===== src/hw/rtl/dkpq_pkg.sv =====
// Shared types, constants and helpers of the date keyed priority queue.
`timescale 1ns / 1ps

package dkpq_pkg;

  // Queue size and derived widths
  localparam int CAPACITY = 16;
  localparam int IDX_W    = $clog2(CAPACITY);
  localparam int CNT_W    = $clog2(CAPACITY + 1);

  // Date arithmetic
  localparam int DAYS_PER_MONTH = 30;
  localparam int MONTHS         = 12;
  localparam int CATEGORY_NONE  = 6;

  // Configuration register indexes
  localparam logic CFG_TODAY_MONTH = 1'b0;
  localparam logic CFG_TODAY_DAY   = 1'b1;

  typedef enum logic [1:0] {
    ACT_INSERT = 2'd0,
    ACT_POP    = 2'd1,
    ACT_CAT    = 2'd2,
    ACT_WINDOW = 2'd3
  } action_e;

  typedef struct packed {
    logic [2:0]  category;
    logic [7:0]  item_number;
    logic [3:0]  month;
    logic [4:0]  day;
    logic [15:0] handle;
  } entry_t;

  typedef struct packed {
    action_e     action;
    logic [2:0]  category;
    logic [7:0]  item_number;
    logic [3:0]  due_month;
    logic [4:0]  due_day;
    logic [15:0] description_handle;
    logic        description_empty;
    logic [9:0]  window_days;
  } item_t;

  // Scan index update
  typedef enum logic [2:0] {
    IDX_HOLD = 3'd0,
    IDX_ZERO = 3'd1,
    IDX_TOP  = 3'd2,
    IDX_INC  = 3'd3,
    IDX_DEC  = 3'd4
  } idx_op_e;

  // Store write select
  typedef enum logic [1:0] {
    W_NONE    = 2'd0,
    W_NEW_IDX = 2'd1,
    W_RD_INC  = 2'd2,
    W_RD_DEC  = 2'd3
  } wr_op_e;

  typedef struct packed {
    logic    start;
    idx_op_e idx_op;
    logic    rd;
    wr_op_e  wr_op;
    logic    hold_load;
    logic    cnt_inc;
    logic    cnt_dec;
    logic    ins_ok_set;
    logic    emit_mid;
    logic    emit_final;
  } dp_cmd_t;

  typedef struct packed {
    action_e action;
    logic    ins_bad;
    logic    q_empty;
    logic    key_gt;
    logic    idx_zero;
    logic    idx_last;
    logic    cat_match;
    logic    in_window;
    logic    hold_valid;
    logic    out_free;
  } dp_stat_t;

  // Date key (month-1)*30+day, valid months give at most 361
  function automatic logic [8:0] date_key(input logic [3:0] month, input logic [4:0] day);
    date_key = (9'(month) - 9'd1) * 9'(DAYS_PER_MONTH) + 9'(day);
  endfunction

endpackage


===== src/hw/rtl/dkpq_req_if.sv =====
// Request channel: one queue operation per beat.
`timescale 1ns / 1ps

interface dkpq_req_if;
  logic        valid;
  logic        ready;
  logic [1:0]  action;
  logic [2:0]  category;
  logic [7:0]  item_number;
  logic [3:0]  due_month;
  logic [4:0]  due_day;
  logic [15:0] description_handle;
  logic        description_empty;
  logic [9:0]  window_days;

  modport source (output valid, action, category, item_number, due_month, due_day,
                  description_handle, description_empty, window_days, input ready);
  modport sink (input valid, action, category, item_number, due_month, due_day,
                description_handle, description_empty, window_days, output ready);
endinterface


===== src/hw/rtl/dkpq_rsp_if.sv =====
// Response channel: one result per beat.
`timescale 1ns / 1ps

interface dkpq_rsp_if;
  logic              valid;
  logic              ready;
  logic              ok;
  logic [2:0]        out_category;
  logic [7:0]        out_item_number;
  logic [3:0]        out_month;
  logic [4:0]        out_day;
  logic [15:0]       out_handle;
  logic signed [9:0] days_left;
  logic              last;

  modport source (output valid, ok, out_category, out_item_number, out_month, out_day,
                  out_handle, days_left, last, input ready);
  modport sink (input valid, ok, out_category, out_item_number, out_month, out_day,
                out_handle, days_left, last, output ready);
endinterface


===== src/hw/rtl/dkpq_cfg_if.sv =====
// Configuration write channel: register index and data per beat.
`timescale 1ns / 1ps

interface dkpq_cfg_if;
  logic       valid;
  logic       ready;
  logic       index;
  logic [4:0] data;

  modport source (output valid, index, data, input ready);
  modport sink (input valid, index, data, output ready);
endinterface


===== src/hw/rtl/dkpq_ram.sv =====
// Generic single write port RAM with registered read.
`timescale 1ns / 1ps

module dkpq_ram #(
  parameter int WIDTH = 8,
  parameter int DEPTH = 16
) (
  input  logic                     clk,
  input  logic                     we,
  input  logic [$clog2(DEPTH)-1:0] waddr,
  input  logic [WIDTH-1:0]         wdata,
  input  logic                     re,
  input  logic [$clog2(DEPTH)-1:0] raddr,
  output logic [WIDTH-1:0]         rdata
);

  logic [WIDTH-1:0] mem [DEPTH];

  // write port
  always_ff @(posedge clk) begin
    if (we) begin
      mem[waddr] <= wdata;
    end
  end

  // registered read, holds when not enabled
  always_ff @(posedge clk) begin
    if (re) begin
      rdata <= mem[raddr];
    end
  end

endmodule


===== src/hw/rtl/dkpq_ctrl.sv =====
// Operation sequencer: walks the store for insert, pop and queries.
`timescale 1ns / 1ps

module dkpq_ctrl (
  input  logic               clk,
  input  logic               rst,
  input  logic               in_valid,
  output logic               in_ready,
  input  dkpq_pkg::dp_stat_t stat,
  output dkpq_pkg::dp_cmd_t  cmd
);
  import dkpq_pkg::*;

  typedef enum logic [5:0] {
    S_IDLE     = 6'b000001,
    S_DISPATCH = 6'b000010,
    S_INS_SCAN = 6'b000100,
    S_INS_PUT  = 6'b001000,
    S_FWD_SCAN = 6'b010000,
    S_FINAL    = 6'b100000
  } state_t;

  state_t state, state_next;
  logic   stall;
  logic   done;

  always_ff @(posedge clk) begin
    if (rst) begin
      state <= S_IDLE;
    end else begin
      state <= state_next;
    end
  end

  // window match must wait for the output register before replacing hold
  assign stall = (stat.action == ACT_WINDOW) && stat.in_window && stat.hold_valid &&
                 !stat.out_free;
  assign done  = stat.idx_last || ((stat.action == ACT_CAT) && stat.cat_match);

  always_comb begin
    cmd        = '0;
    in_ready   = 1'b0;
    state_next = state;
    unique case (state)
      S_IDLE: begin
        in_ready = 1'b1;
        if (in_valid) begin
          cmd.start  = 1'b1;
          state_next = S_DISPATCH;
        end
      end

      S_DISPATCH: begin
        if (stat.action == ACT_INSERT) begin
          if (stat.ins_bad) begin
            state_next = S_FINAL;
          end else if (stat.q_empty) begin
            cmd.idx_op = IDX_ZERO;
            state_next = S_INS_PUT;
          end else begin
            cmd.idx_op = IDX_TOP;
            cmd.rd     = 1'b1;
            state_next = S_INS_SCAN;
          end
        end else if (stat.q_empty) begin
          state_next = S_FINAL;
        end else begin
          cmd.idx_op = IDX_ZERO;
          cmd.rd     = 1'b1;
          state_next = S_FWD_SCAN;
        end
      end

      // walk down from the tail, moving larger keys up one place
      S_INS_SCAN: begin
        if (stat.key_gt) begin
          cmd.wr_op = W_RD_INC;
          if (stat.idx_zero) begin
            state_next = S_INS_PUT;
          end else begin
            cmd.idx_op = IDX_DEC;
            cmd.rd     = 1'b1;
          end
        end else begin
          cmd.idx_op = IDX_INC;
          state_next = S_INS_PUT;
        end
      end

      S_INS_PUT: begin
        cmd.wr_op      = W_NEW_IDX;
        cmd.cnt_inc    = 1'b1;
        cmd.ins_ok_set = 1'b1;
        state_next     = S_FINAL;
      end

      // walk up from the head for pop and both queries
      S_FWD_SCAN: begin
        if (!stall) begin
          unique case (stat.action)
            ACT_POP: begin
              if (stat.idx_zero) begin
                cmd.hold_load = 1'b1;
              end else begin
                cmd.wr_op = W_RD_DEC;
              end
              cmd.cnt_dec = stat.idx_last;
            end
            ACT_CAT: begin
              cmd.hold_load = stat.cat_match;
            end
            ACT_WINDOW: begin
              cmd.hold_load = stat.in_window;
              cmd.emit_mid  = stat.in_window && stat.hold_valid;
            end
            default: begin
            end
          endcase
          if (done) begin
            state_next = S_FINAL;
          end else begin
            cmd.idx_op = IDX_INC;
            cmd.rd     = 1'b1;
          end
        end
      end

      S_FINAL: begin
        if (stat.out_free) begin
          cmd.emit_final = 1'b1;
          state_next     = S_IDLE;
        end
      end

      default: begin
        state_next = S_IDLE;
      end
    endcase
  end

endmodule


===== src/hw/rtl/dkpq_dp.sv =====
// Datapath: entry store, scan index, fill count, hold and result registers.
`timescale 1ns / 1ps

module dkpq_dp (
  input  logic               clk,
  input  logic               rst,
  input  dkpq_pkg::item_t    item_in,
  input  dkpq_pkg::dp_cmd_t  cmd,
  output dkpq_pkg::dp_stat_t stat,
  dkpq_cfg_if.sink           cfg,
  dkpq_rsp_if.source         rsp
);
  import dkpq_pkg::*;

  item_t             item;
  logic [3:0]        today_month_index;
  logic [4:0]        today_day;
  logic [CNT_W-1:0]  count;
  logic [CNT_W-1:0]  cnt_m1;
  logic [IDX_W-1:0]  idx, idx_next;
  entry_t            hold;
  logic              hold_valid;
  logic              ins_ok;

  entry_t            new_entry, rdata, wdata;
  logic              we;
  logic [IDX_W-1:0]  waddr;

  logic [9:0]        today_key;
  logic [8:0]        new_key, rd_key, hold_key;
  logic [10:0]       win_lo, win_hi, rd_key_x;
  logic [10:0]       hold_diff;

  // configuration registers
  assign cfg.ready = 1'b1;
  always_ff @(posedge clk) begin
    if (rst) begin
      today_month_index <= 4'd0;
      today_day         <= 5'd1;
    end else if (cfg.valid && cfg.ready) begin
      if (cfg.index == CFG_TODAY_MONTH) begin
        today_month_index <= cfg.data[3:0];
      end else begin
        today_day <= cfg.data;
      end
    end
  end

  // operation register
  always_ff @(posedge clk) begin
    if (cmd.start) begin
      item <= item_in;
    end
  end

  assign new_entry = '{category: item.category, item_number: item.item_number,
                       month: item.due_month, day: item.due_day,
                       handle: item.description_handle};

  // keys and window bounds
  assign today_key = 10'(today_month_index) * 10'(DAYS_PER_MONTH) + 10'(today_day);
  assign new_key   = date_key(item.due_month, item.due_day);
  assign rd_key    = date_key(rdata.month, rdata.day);
  assign hold_key  = date_key(hold.month, hold.day);
  assign rd_key_x  = {2'b00, rd_key};
  assign win_lo    = {1'b0, today_key};
  assign win_hi    = win_lo + {1'b0, item.window_days};
  assign hold_diff = {2'b00, hold_key} - win_lo;

  // scan index
  assign cnt_m1 = count - CNT_W'(1);
  always_comb begin
    unique case (cmd.idx_op)
      IDX_ZERO: idx_next = '0;
      IDX_TOP:  idx_next = cnt_m1[IDX_W-1:0];
      IDX_INC:  idx_next = idx + IDX_W'(1);
      IDX_DEC:  idx_next = idx - IDX_W'(1);
      default:  idx_next = idx;
    endcase
  end

  always_ff @(posedge clk) begin
    if (rst) begin
      idx   <= '0;
      count <= '0;
    end else begin
      idx <= idx_next;
      if (cmd.cnt_inc) begin
        count <= count + CNT_W'(1);
      end else if (cmd.cnt_dec) begin
        count <= cnt_m1;
      end
    end
  end

  // store write select
  always_comb begin
    we    = 1'b1;
    waddr = idx;
    wdata = rdata;
    unique case (cmd.wr_op)
      W_NEW_IDX: wdata = new_entry;
      W_RD_INC:  waddr = idx + IDX_W'(1);
      W_RD_DEC:  waddr = idx - IDX_W'(1);
      default:   we = 1'b0;
    endcase
  end

  dkpq_ram #(
    .WIDTH ($bits(entry_t)),
    .DEPTH (CAPACITY)
  ) u_store (
    .clk   (clk),
    .we    (we),
    .waddr (waddr),
    .wdata (wdata),
    .re    (cmd.rd),
    .raddr (idx_next),
    .rdata (rdata)
  );

  // hold entry and insert status
  always_ff @(posedge clk) begin
    if (rst) begin
      hold_valid <= 1'b0;
      ins_ok     <= 1'b0;
    end else if (cmd.start) begin
      hold_valid <= 1'b0;
      ins_ok     <= 1'b0;
    end else begin
      if (cmd.hold_load) begin
        hold_valid <= 1'b1;
      end
      if (cmd.ins_ok_set) begin
        ins_ok <= 1'b1;
      end
    end
  end

  always_ff @(posedge clk) begin
    if (cmd.hold_load) begin
      hold <= rdata;
    end
  end

  // result register
  always_ff @(posedge clk) begin
    if (rst) begin
      rsp.valid <= 1'b0;
    end else if (cmd.emit_mid || cmd.emit_final) begin
      rsp.valid <= 1'b1;
    end else if (rsp.ready) begin
      rsp.valid <= 1'b0;
    end
  end

  always_ff @(posedge clk) begin
    if (cmd.emit_mid) begin
      rsp.ok              <= 1'b1;
      rsp.out_category    <= hold.category;
      rsp.out_item_number <= hold.item_number;
      rsp.out_month       <= hold.month;
      rsp.out_day         <= hold.day;
      rsp.out_handle      <= hold.handle;
      rsp.days_left       <= $signed(hold_diff[9:0]);
      rsp.last            <= 1'b0;
    end else if (cmd.emit_final) begin
      rsp.ok              <= hold_valid || ins_ok;
      rsp.out_category    <= hold_valid ? hold.category : 3'd0;
      rsp.out_item_number <= hold_valid ? hold.item_number : 8'd0;
      rsp.out_month       <= hold_valid ? hold.month : 4'd0;
      rsp.out_day         <= hold_valid ? hold.day : 5'd0;
      rsp.out_handle      <= hold_valid ? hold.handle : 16'd0;
      rsp.days_left       <= (hold_valid && (item.action != ACT_POP)) ?
                             $signed(hold_diff[9:0]) : 10'sd0;
      rsp.last            <= 1'b1;
    end
  end

  // status to the sequencer
  always_comb begin
    stat.action     = item.action;
    stat.ins_bad    = (item.due_month == 4'd0) || (item.due_month > 4'(MONTHS)) ||
                      (item.due_day == 5'd0) || (item.category >= 3'(CATEGORY_NONE)) ||
                      item.description_empty || (count == CNT_W'(CAPACITY));
    stat.q_empty    = (count == '0);
    stat.key_gt     = rd_key > new_key;
    stat.idx_zero   = (idx == '0);
    stat.idx_last   = (CNT_W'(idx) == cnt_m1);
    stat.cat_match  = (rdata.category == item.category);
    stat.in_window  = (rd_key_x >= win_lo) && (rd_key_x < win_hi);
    stat.hold_valid = hold_valid;
    stat.out_free   = !rsp.valid || rsp.ready;
  end

endmodule


===== src/hw/rtl/date_keyed_priority_queue.sv =====
// Date keyed priority queue: sorted store of up to CAPACITY entries.
// One operation at a time. Insert walks down from the tail over the store's
// single read port; pop, category and window queries walk up from the head,
// one store read per entry. Rejected inserts and pops or queries on an empty
// queue skip the walk; a stalled rsp channel delays completion.
// Synchronous reset empties the queue and sets today to month index 0, day 1.
`timescale 1ns / 1ps

module date_keyed_priority_queue (
  input  logic       clk,
  input  logic       rst,
  dkpq_req_if.sink   req,
  dkpq_rsp_if.source rsp,
  dkpq_cfg_if.sink   cfg
);
  import dkpq_pkg::*;

  item_t    item_in;
  dp_cmd_t  cmd;
  dp_stat_t stat;
  logic     in_ready;

  // request beat into the operation format
  assign item_in = '{action: action_e'(req.action), category: req.category,
                     item_number: req.item_number, due_month: req.due_month,
                     due_day: req.due_day, description_handle: req.description_handle,
                     description_empty: req.description_empty,
                     window_days: req.window_days};
  assign req.ready = in_ready;

  dkpq_ctrl u_ctrl (
    .clk      (clk),
    .rst      (rst),
    .in_valid (req.valid),
    .in_ready (in_ready),
    .stat     (stat),
    .cmd      (cmd)
  );

  dkpq_dp u_dp (
    .clk     (clk),
    .rst     (rst),
    .item_in (item_in),
    .cmd     (cmd),
    .stat    (stat),
    .cfg     (cfg),
    .rsp     (rsp)
  );

endmodule


===== src/flat_wrapper.sv =====
// flat-port wrapper written by rule: the top's interface ports become plain ports
module date_keyed_priority_queue_flat import dkpq_pkg::*;
  (clk, rst, req_valid, req_action, req_category, req_item_number, req_due_month, req_due_day, req_description_handle, req_description_empty, req_window_days, req_ready, rsp_valid, rsp_ok, rsp_out_category, rsp_out_item_number, rsp_out_month, rsp_out_day, rsp_out_handle, rsp_days_left, rsp_last, rsp_ready, cfg_valid, cfg_index, cfg_data, cfg_ready);
  dkpq_req_if req_i ();
  dkpq_rsp_if rsp_i ();
  dkpq_cfg_if cfg_i ();
  input  logic clk;
  input  logic rst;
  input wire logic [$bits(req_i.valid)-1:0] req_valid;
  input wire logic [$bits(req_i.action)-1:0] req_action;
  input wire logic [$bits(req_i.category)-1:0] req_category;
  input wire logic [$bits(req_i.item_number)-1:0] req_item_number;
  input wire logic [$bits(req_i.due_month)-1:0] req_due_month;
  input wire logic [$bits(req_i.due_day)-1:0] req_due_day;
  input wire logic [$bits(req_i.description_handle)-1:0] req_description_handle;
  input wire logic [$bits(req_i.description_empty)-1:0] req_description_empty;
  input wire logic [$bits(req_i.window_days)-1:0] req_window_days;
  output wire logic [$bits(req_i.ready)-1:0] req_ready;
  output wire logic [$bits(rsp_i.valid)-1:0] rsp_valid;
  output wire logic [$bits(rsp_i.ok)-1:0] rsp_ok;
  output wire logic [$bits(rsp_i.out_category)-1:0] rsp_out_category;
  output wire logic [$bits(rsp_i.out_item_number)-1:0] rsp_out_item_number;
  output wire logic [$bits(rsp_i.out_month)-1:0] rsp_out_month;
  output wire logic [$bits(rsp_i.out_day)-1:0] rsp_out_day;
  output wire logic [$bits(rsp_i.out_handle)-1:0] rsp_out_handle;
  output wire logic [$bits(rsp_i.days_left)-1:0] rsp_days_left;
  output wire logic [$bits(rsp_i.last)-1:0] rsp_last;
  input wire logic [$bits(rsp_i.ready)-1:0] rsp_ready;
  input wire logic [$bits(cfg_i.valid)-1:0] cfg_valid;
  input wire logic [$bits(cfg_i.index)-1:0] cfg_index;
  input wire logic [$bits(cfg_i.data)-1:0] cfg_data;
  output wire logic [$bits(cfg_i.ready)-1:0] cfg_ready;
  assign req_i.valid = req_valid;
  assign req_i.action = req_action;
  assign req_i.category = req_category;
  assign req_i.item_number = req_item_number;
  assign req_i.due_month = req_due_month;
  assign req_i.due_day = req_due_day;
  assign req_i.description_handle = req_description_handle;
  assign req_i.description_empty = req_description_empty;
  assign req_i.window_days = req_window_days;
  assign req_ready = req_i.ready;
  assign rsp_valid = rsp_i.valid;
  assign rsp_ok = rsp_i.ok;
  assign rsp_out_category = rsp_i.out_category;
  assign rsp_out_item_number = rsp_i.out_item_number;
  assign rsp_out_month = rsp_i.out_month;
  assign rsp_out_day = rsp_i.out_day;
  assign rsp_out_handle = rsp_i.out_handle;
  assign rsp_days_left = rsp_i.days_left;
  assign rsp_last = rsp_i.last;
  assign rsp_i.ready = rsp_ready;
  assign cfg_i.valid = cfg_valid;
  assign cfg_i.index = cfg_index;
  assign cfg_i.data = cfg_data;
  assign cfg_ready = cfg_i.ready;
  date_keyed_priority_queue u_core (.clk(clk), .rst(rst), .req(req_i), .rsp(rsp_i), .cfg(cfg_i));
endmodule

===== config.mk =====
export PLATFORM = sky130hd
export DESIGN_NAME = date_keyed_priority_queue_flat
export DESIGN_NICKNAME = d
export VERILOG_FILES = /design/src/hw/rtl/dkpq_pkg.sv /design/src/hw/rtl/dkpq_req_if.sv /design/src/hw/rtl/dkpq_rsp_if.sv /design/src/hw/rtl/dkpq_cfg_if.sv /design/src/hw/rtl/dkpq_ram.sv /design/src/hw/rtl/dkpq_ctrl.sv /design/src/hw/rtl/dkpq_dp.sv /design/src/hw/rtl/date_keyed_priority_queue.sv /design/src/flat_wrapper.sv
export SDC_FILE = /design/constraint.sdc
export NUM_CORES = 1
export LEC_CHECK = 0
export ABC_AREA = 1
export BUFFER_PORTS_ARGS = -buffer_cell sky130_fd_sc_hd__buf_2
export CORE_UTILIZATION = 38
export CTS_CLUSTER_DIAMETER = 200
export DETAILED_ROUTE_END_ITERATION = 10
export GPL_TIMING_DRIVEN = 0
export SLEW_MARGIN = 20
export SYNTH_ARGS = -nofsm -noshare
export SYNTH_HDL_FRONTEND = slang
export SYNTH_SLANG_ARGS = --single-unit

===== constraint.sdc =====
create_clock -name clk -period 7.7 [get_ports clk]
set_input_delay 0.77 -clock clk [delete_from_list [all_inputs] [get_ports clk]]
set_output_delay 0.77 -clock clk [all_outputs]
set_load 0.02 [all_outputs]

==> results.py, run 1 <==
metrics = {
    "critical_path": {
        "worst-path-buf-inv": 6,
        "crit_path_start_kind": "flop",
        "path_max_fanout": 10,
        "path_common_cell": "nand3_1",
        "endpoint_kind": "flop",
        "crit_family": "adder cells",
        "slowest_delay_ps": 570,
        "cp_data_arrival_time_ps": 7700,
        "crit_type": "flop to flop",
        "required_ps": 8080,
        "slowest_stage": "fa_1",
    },
    "place": {
        "portBuffers": 108,
        "dp_slack_ps": -607.5,
        "gp_congestion": 0.8606,
        "dpl.hpwl_mm": 72.82,
        "place_inst": 4939,
        "postPlaceCellArea_um2": 39460,
    },
    "cts": {
        "clk_pin_slew_ps": 60,
        "cts_hold_buffers": 0,
        "clock_sinks": 772,
        "cts_tree": "built",
        "cts_root_buf": "clkbuf_16",
        "clk_path_buf_depth": 3,
        "cts_buffers": 85,
        "clock_latency_ps": 670,
        "cts_max_level": 3,
    },
    "cells_and_area": {
        "fill_cells": 8834,
        "final_nets": 3981,
        "multi_input_area_um2": 11090,
        "drive_above_1_share": 0.1237,
        "area_growth_pct": 17.06,
        "seq_area_um2": 22890,
        "instances_no_fill": 5121,
        "fin_area_um2": 42640,
        "utilization": 0.4488,
    },
    "drt": {
        "ant_nets": 0,
        "wl_per_cell_um": 20.31,
        "drt_pre_antenna_iters": 7,
        "drc": 0,
        "drtIter0Drc": 2670,
        "wl_mm": 104.0,
        "vias_per_cell": 5.045,
        "vias": 25840,
    },
    "outcome": {
        "status": "finished, final reports clean",
    },
    "global_routing": {
        "use_met2": 0.3424,
        "grt_busiest_layer": "met2",
        "grt_pass1_vias": 24350,
        "grt_pass1_wl_mm": 153.2,
        "grt_max_degree": 37,
        "use_met1": 0.2857,
        "overflow": 0,
        "grt_antenna_before_repair": 0,
        "use_met3": 0.03860,
        "track_usage": 0.2119,
    },
    "power_and_ir_drop": {
        "p_per_area_nw_per_um2": 222.4,
        "leakage_nw": 18.04,
        "peakVddDrop_uv": 157.2,
        "p_total_mw": 9.484,
    },
    "logic_synthesis": {
        "syn_avg_cell_area_um2": 10.32,
        "syn_inst": 3531,
        "synth-main-ff-cell": "edfxtp_1",
        "yosysMostFrequentCell": "nand2_1",
        "synth_top_cell_by_area": "edfxtp_1",
        "ys_seq_area_frac": 0.6285,
        "ys_warn_count": 0,
        "synth_area_leaders": "edfxtp_1, nand2_1, nand3_1",
        "yosysTopAreaCellShare": 0.6126,
        "synth_edf_count": 743,
        "synth_cell_types": 43,
        "syn_area_um2": 36420,
        "yosys-top-cells-count": "nand2_1, edfxtp_1, nand3_1",
        "async_reset_ff_frac": 0,
        "synth_fp_nets": 3725,
        "synth-seq-cells": 772,
    },
    "floorplanning": {
        "rows": 113,
        "start_util": 0.3834,
        "core-area_um2": 95010,
        "die-width_um": 311.6,
        "io_pins": 111,
        "die_height_um": 311.6,
        "dieArea_um2": 97090,
    },
    "sta": {
        "fin_crit_sh": 0.9507,
        "finClkSkew_ps": 30.97,
        "slew_violations": 0,
        "fin_crit_ps": 7320,
        "hold_ws_ps": 277.7,
        "max_freq_ghz": 0.1366,
        "final-setup-viol-count": 0,
        "finalWorstSetupSlack_ps": 379.7,
        "finalSetupTns_ps": 0,
        "hold_viol": 0,
        "slew_headroom": 0.3181,
        "tightest_slew_ps": 1023,
    },
    "flow_run": {
        "drv_cap": 0,
    },
    "min_path": {
        "min-delay-path-class": "input pin to flop",
    },
}
## kinds of logic (layout without fill, tap and decap cells)
group,count (synthesis),count (layout),synth area share
AOI/OAI and AO/OA,125,125,0.01872
xor gates and xnor gates,76,76,0.01848
adders and majority gates,134,134,0.05221
buffers and inverters,676,1000,0.07495
DFF,772,772,0.6285
other,1,2,0.0001030
and+or+nand+nor,1747,1747,0.2070
## where the power goes
part	internal (mW)	total, mW	switching, mW	leakage, nW
Combinational	0.338	0.887	0.549	9.78
Sequential	4.59	4.62	0.0279	6.95
Clock	2.26	3.98	1.72	1.30
Total	7.19	9.48	2.29	18.0
## worst reg2reg max path, delay by kind of cell (launching register included)
kind / cells / cell delay [ps]
xor gates and xnor gates: 2 / 600
adders and majority gates: 6 / 2630
and+or+nand+nor: 13 / 2070
buffers and inverters: 6 / 1020
AOI/OAI and AO/OA: 3 / 350
DFF: 1 / 360
## worst paths after layout
kind,start,cells past startpoint,to,slack [ps]
setup / recovery,u_core.u_dp.today_month_index[0],30,u_core.u_dp.u_store.rdata[21],380
hold / removal,req_description_handle[1],1,u_core.u_dp.item[12],280
setup reg to reg,u_core.u_dp.today_month_index[0],30,u_core.u_dp.u_store.rdata[21],380
hold reg to reg,u_core.u_dp.u_store.rdata[31],0,u_core.u_dp.hold[31],440
## cell usage in the layout (no fill, tap or decap), types with 15 or more instances in the layout
master,instances
a21oi_1,52
xnor2_1,27
buf_2,188
clkbuf_16,86
buf_12,21
clkinv_1,21
clkbuf_1,42
inv_1,506
ha_1,104
xor2_1,39
nor2_1,104
nand3_1,676
o21ai_0,36
nor2_4,18
fa_1,30
clkbuf_4,15
nand2_1,901
edfxtp_1,743
dfxtp_1,28
buf_4,38
## cell type report
type | count | area share
flip-flops and latches | 772 | 0.5369
multi-input cells | 2083 | 0.2600
clock buffers | 108 | 0.05311
inverters | 513 | 0.04516
well taps | 1265 | 0.03712
repair buffers | 169 | 0.03694
plain buffers | 163 | 0.02066
clock inverters | 47 | 0.009977
diodes | 1 | 0.00005869
## registers in the layout (all words and copies together) (netlist names)
register and flops:
u_core.u_dp.u_store.mem 576, u_core.u_dp.u_store.rdata 36, u_core.u_dp.hold 36, u_core.u_dp.rsp.valid 1
u_core.u_dp.rsp.out_category 3, u_core.u_dp.rsp.out_month 4, u_core.u_dp.rsp.out_handle 16, u_core.u_dp.today_month_index 4
u_core.u_dp.rsp.last 1, u_core.u_dp.rsp.ok 1, u_core.u_dp.idx 4, u_core.u_dp.today_day 5
u_core.u_dp.rsp.days_left 10, u_core.u_ctrl.state 6, u_core.u_dp.hold_valid 1, u_core.u_dp.stat 2
u_core.u_dp.item 47, u_core.u_dp.rsp.out_day 5, u_core.u_dp.ins_ok 1, u_core.u_dp.count 5
u_core.u_dp.rsp.out_item_number 8
## per-layer routing
layer,up-vias,part of all wire
li1,12280,-
met1,12330,0.42
met2,1052,0.47
met3,184,0.081
met4,0,0.032
met5,-,0
## repair_timing
| item | in CTS | in global routing |
|---|---|---|
| endpoints found under the setup margin | 37 | 444 |
| setup buffers | 2 | 24 |
| resized for setup | 8 | 60 |
| pin swaps | 0 | 12 |
No activity file was read; power rests on OpenSTA's default activity.
==> inputs of run 2 (changes only) <==
Settings changed: MAX_ROUTING_LAYER from default to met4.
==> run 2 against run 1 <==
  * Register-to-register slack got worse by 120 ps
  * Critical path depth increased by 1
  * Critical endpoint unchanged
  * Cell count fell by 0.21%
  * Setup slack worse by 120 ps
==> results.py, run 2 (synthesized netlist as in run 1, its figures left out) <==
metrics = {
    "sta": {
        "max_freq_ghz": 0.1345,
        "finalWorstSetupSlack_ps": 263.2,
        "fin_crit_ps": 7437,
        "slew_violations": 0,
        "finClkSkew_ps": 20.65,
        "fin_crit_sh": 0.9658,
        "rsz0062_at_grt": "true",
        "hold_viol": 0,
        "tightest_slew_ps": 1040,
        "final-setup-viol-count": 0,
        "slew_headroom": 0.3064,
    },
    "cts": {
        "cts_tree": "built",
        "cts_buffers": 85,
        "cts_max_level": 3,
        "clk_pin_slew_ps": 60,
        "clock_sinks": 772,
        "clock_latency_ps": 660,
        "cts_hold_buffers": 0,
        "clk_path_buf_depth": 3,
        "cts_root_buf": "clkbuf_16",
    },
    "cells_and_area": {
        "largest_reg_flops": 576,
        "final_nets": 3974,
        "largest_register": "u_core.u_dp.u_store.mem",
        "mostFrequentLayoutCell": "nand2_1",
        "fin_area_um2": 42650,
        "fill_cells": 8799,
        "multi_input_area_um2": 11080,
        "mostFrequentLayoutCells": "nand2_1, edfxtp_1, nand3_1, inv_1, buf_2",
        "area_growth_pct": 17.09,
        "seq_area_um2": 22890,
        "top_regs": "u_core.u_dp.u_store.mem (576), u_core.u_dp.item (47)",
        "drive_above_1_share": 0.1254,
    },
    "critical_path": {
        "path_max_fanout": 10,
        "r2r_cells": 31,
        "endpoint_kind": "flop",
        "crit_type": "flop to flop",
        "slowest_delay_ps": 590,
        "slowest_stage": "fa_1",
        "cp_data_arrival_time_ps": 7810,
        "crit_path_start_kind": "flop",
        "required_ps": 8070,
    },
    "floorplanning": {
        "dieArea_um2": 97090,
        "io_pins": 111,
        "die_height_um": 311.6,
        "start_util": 0.3834,
        "core-area_um2": 95010,
        "die-width_um": 311.6,
        "rows": 113,
    },
    "global_routing": {
        "grt_max_degree": 37,
        "grt_pass1_wl_mm": 154.2,
        "grt_pass1_vias": 24280,
        "track_usage": 0.2195,
        "overflow": 0,
        "grt_antenna_before_repair": 2,
    },
    "place": {
        "gp_congestion": 0.8686,
        "portBuffers": 108,
        "postPlaceCellArea_um2": 39340,
        "dp_slack_ps": -640.8,
        "dpl.hpwl_mm": 72.43,
    },
    "power_and_ir_drop": {
        "p_total_mw": 9.681,
        "leakage_nw": 18.05,
        "p_per_area_nw_per_um2": 227.0,
        "peakVddDrop_uv": 143.5,
    },
    "drt": {
        "drc": 0,
        "drtIter0Drc": 2890,
        "wl_per_cell_um": 20.58,
        "wl_mm": 105.2,
        "vias": 25980,
        "ant_nets": 0,
        "drt_pre_antenna_iters": 6,
        "vias_per_cell": 5.085,
    },
    "outcome": {
        "status": "finished, final reports clean",
    },
    "min_path": {
        "min-delay-path-class": "input pin to flop",
        "holdPathStages": 1,
    },
    "flow_run": {
        "drv_cap": 0,
    },
}
run 2: cell types whose count changed in the layout (fill, tap and decap cells not counted), sizes merged:
| cell | change |
|---|---|
| clkinv | +2 |
| clkbuf | -3 |
| clkinvlp | +1 |
| inv | -2 |
| bufinv | +5 |
| nor2 | +1 |
| buf | -15 |
run 2: layer usage:
metal	global-route usage	routed length, um
met1	0.2896	43560
met2	0.3467	49380
met4	0.06774	2878
met5	-	0
met3	0.03647	9349
run 2: critical path, delay by kind of cell, from the launching register on:
kind,cells,cell delay (ps)
adders and majority gates,6,2670
and+or+nand+nor,14,2130
buffers and inverters,6,990
xor gates and xnor gates,2,600
DFF,1,370
AOI/OAI and AO/OA,3,360
run 2: cell type report:
cell class	instances	area share
well taps	1265	0.03711
diodes	1	0.00005868
clock buffers	98	0.05251
inverters	513	0.04515
multi-input cells	2084	0.2598
plain buffers	163	0.02095
flip-flops and latches	772	0.5368
repair buffers	161	0.03342
clock inverters	53	0.01417
run 2: worst paths after layout:
| path | start | to | slack [ps] |
|---|---|---|---|
| worst min-delay path | req_description_handle[14] | u_core.u_dp.item[25] | 280 |
| worst max-delay path | u_core.u_dp.today_month_index[0] | u_core.u_dp.u_store.rdata[21] | 260 |
| worst min register to register | u_core.u_dp.u_store.rdata[4] | u_core.u_dp.hold[4] | 440 |
| worst max register to register | u_core.u_dp.today_month_index[0] | u_core.u_dp.u_store.rdata[21] | 260 |
run 2: report_power, final:
group,switching (mW),internal (mW),total [mW]
Clock,1.74,2.43,4.17
Combinational,0.554,0.339,0.894
Sequential,0.0280,4.59,4.62
Total,2.32,7.36,9.68
run 2: per-stage QoR:
stage | TNS (ps) | std cells | utilization | hold slack (ps)
after floorplan | 0 | 3531 | - | 422.3
after global routing | -287.6 | 5110 | 0.4489 | 259.9
after CTS | 0 | 5088 | 0.4447 | 250.9
final | 0 | 5110 | 0.4489 | 281.2
after global placement | -1201470 | 4904 | 0.4057 | 430.0
after detailed placement | -15060 | 4935 | 0.4141 | 434.5
run 2: repair_timing:
| item | CTS | global route |
|---|---|---|
| pin swaps | 0 | 12 |
| gates resized for setup | 10 | 65 |
| gates cloned | 0 | 1 |
| setup buffers | 2 | 20 |
| endpoints found under the setup margin | 37 | 391 |
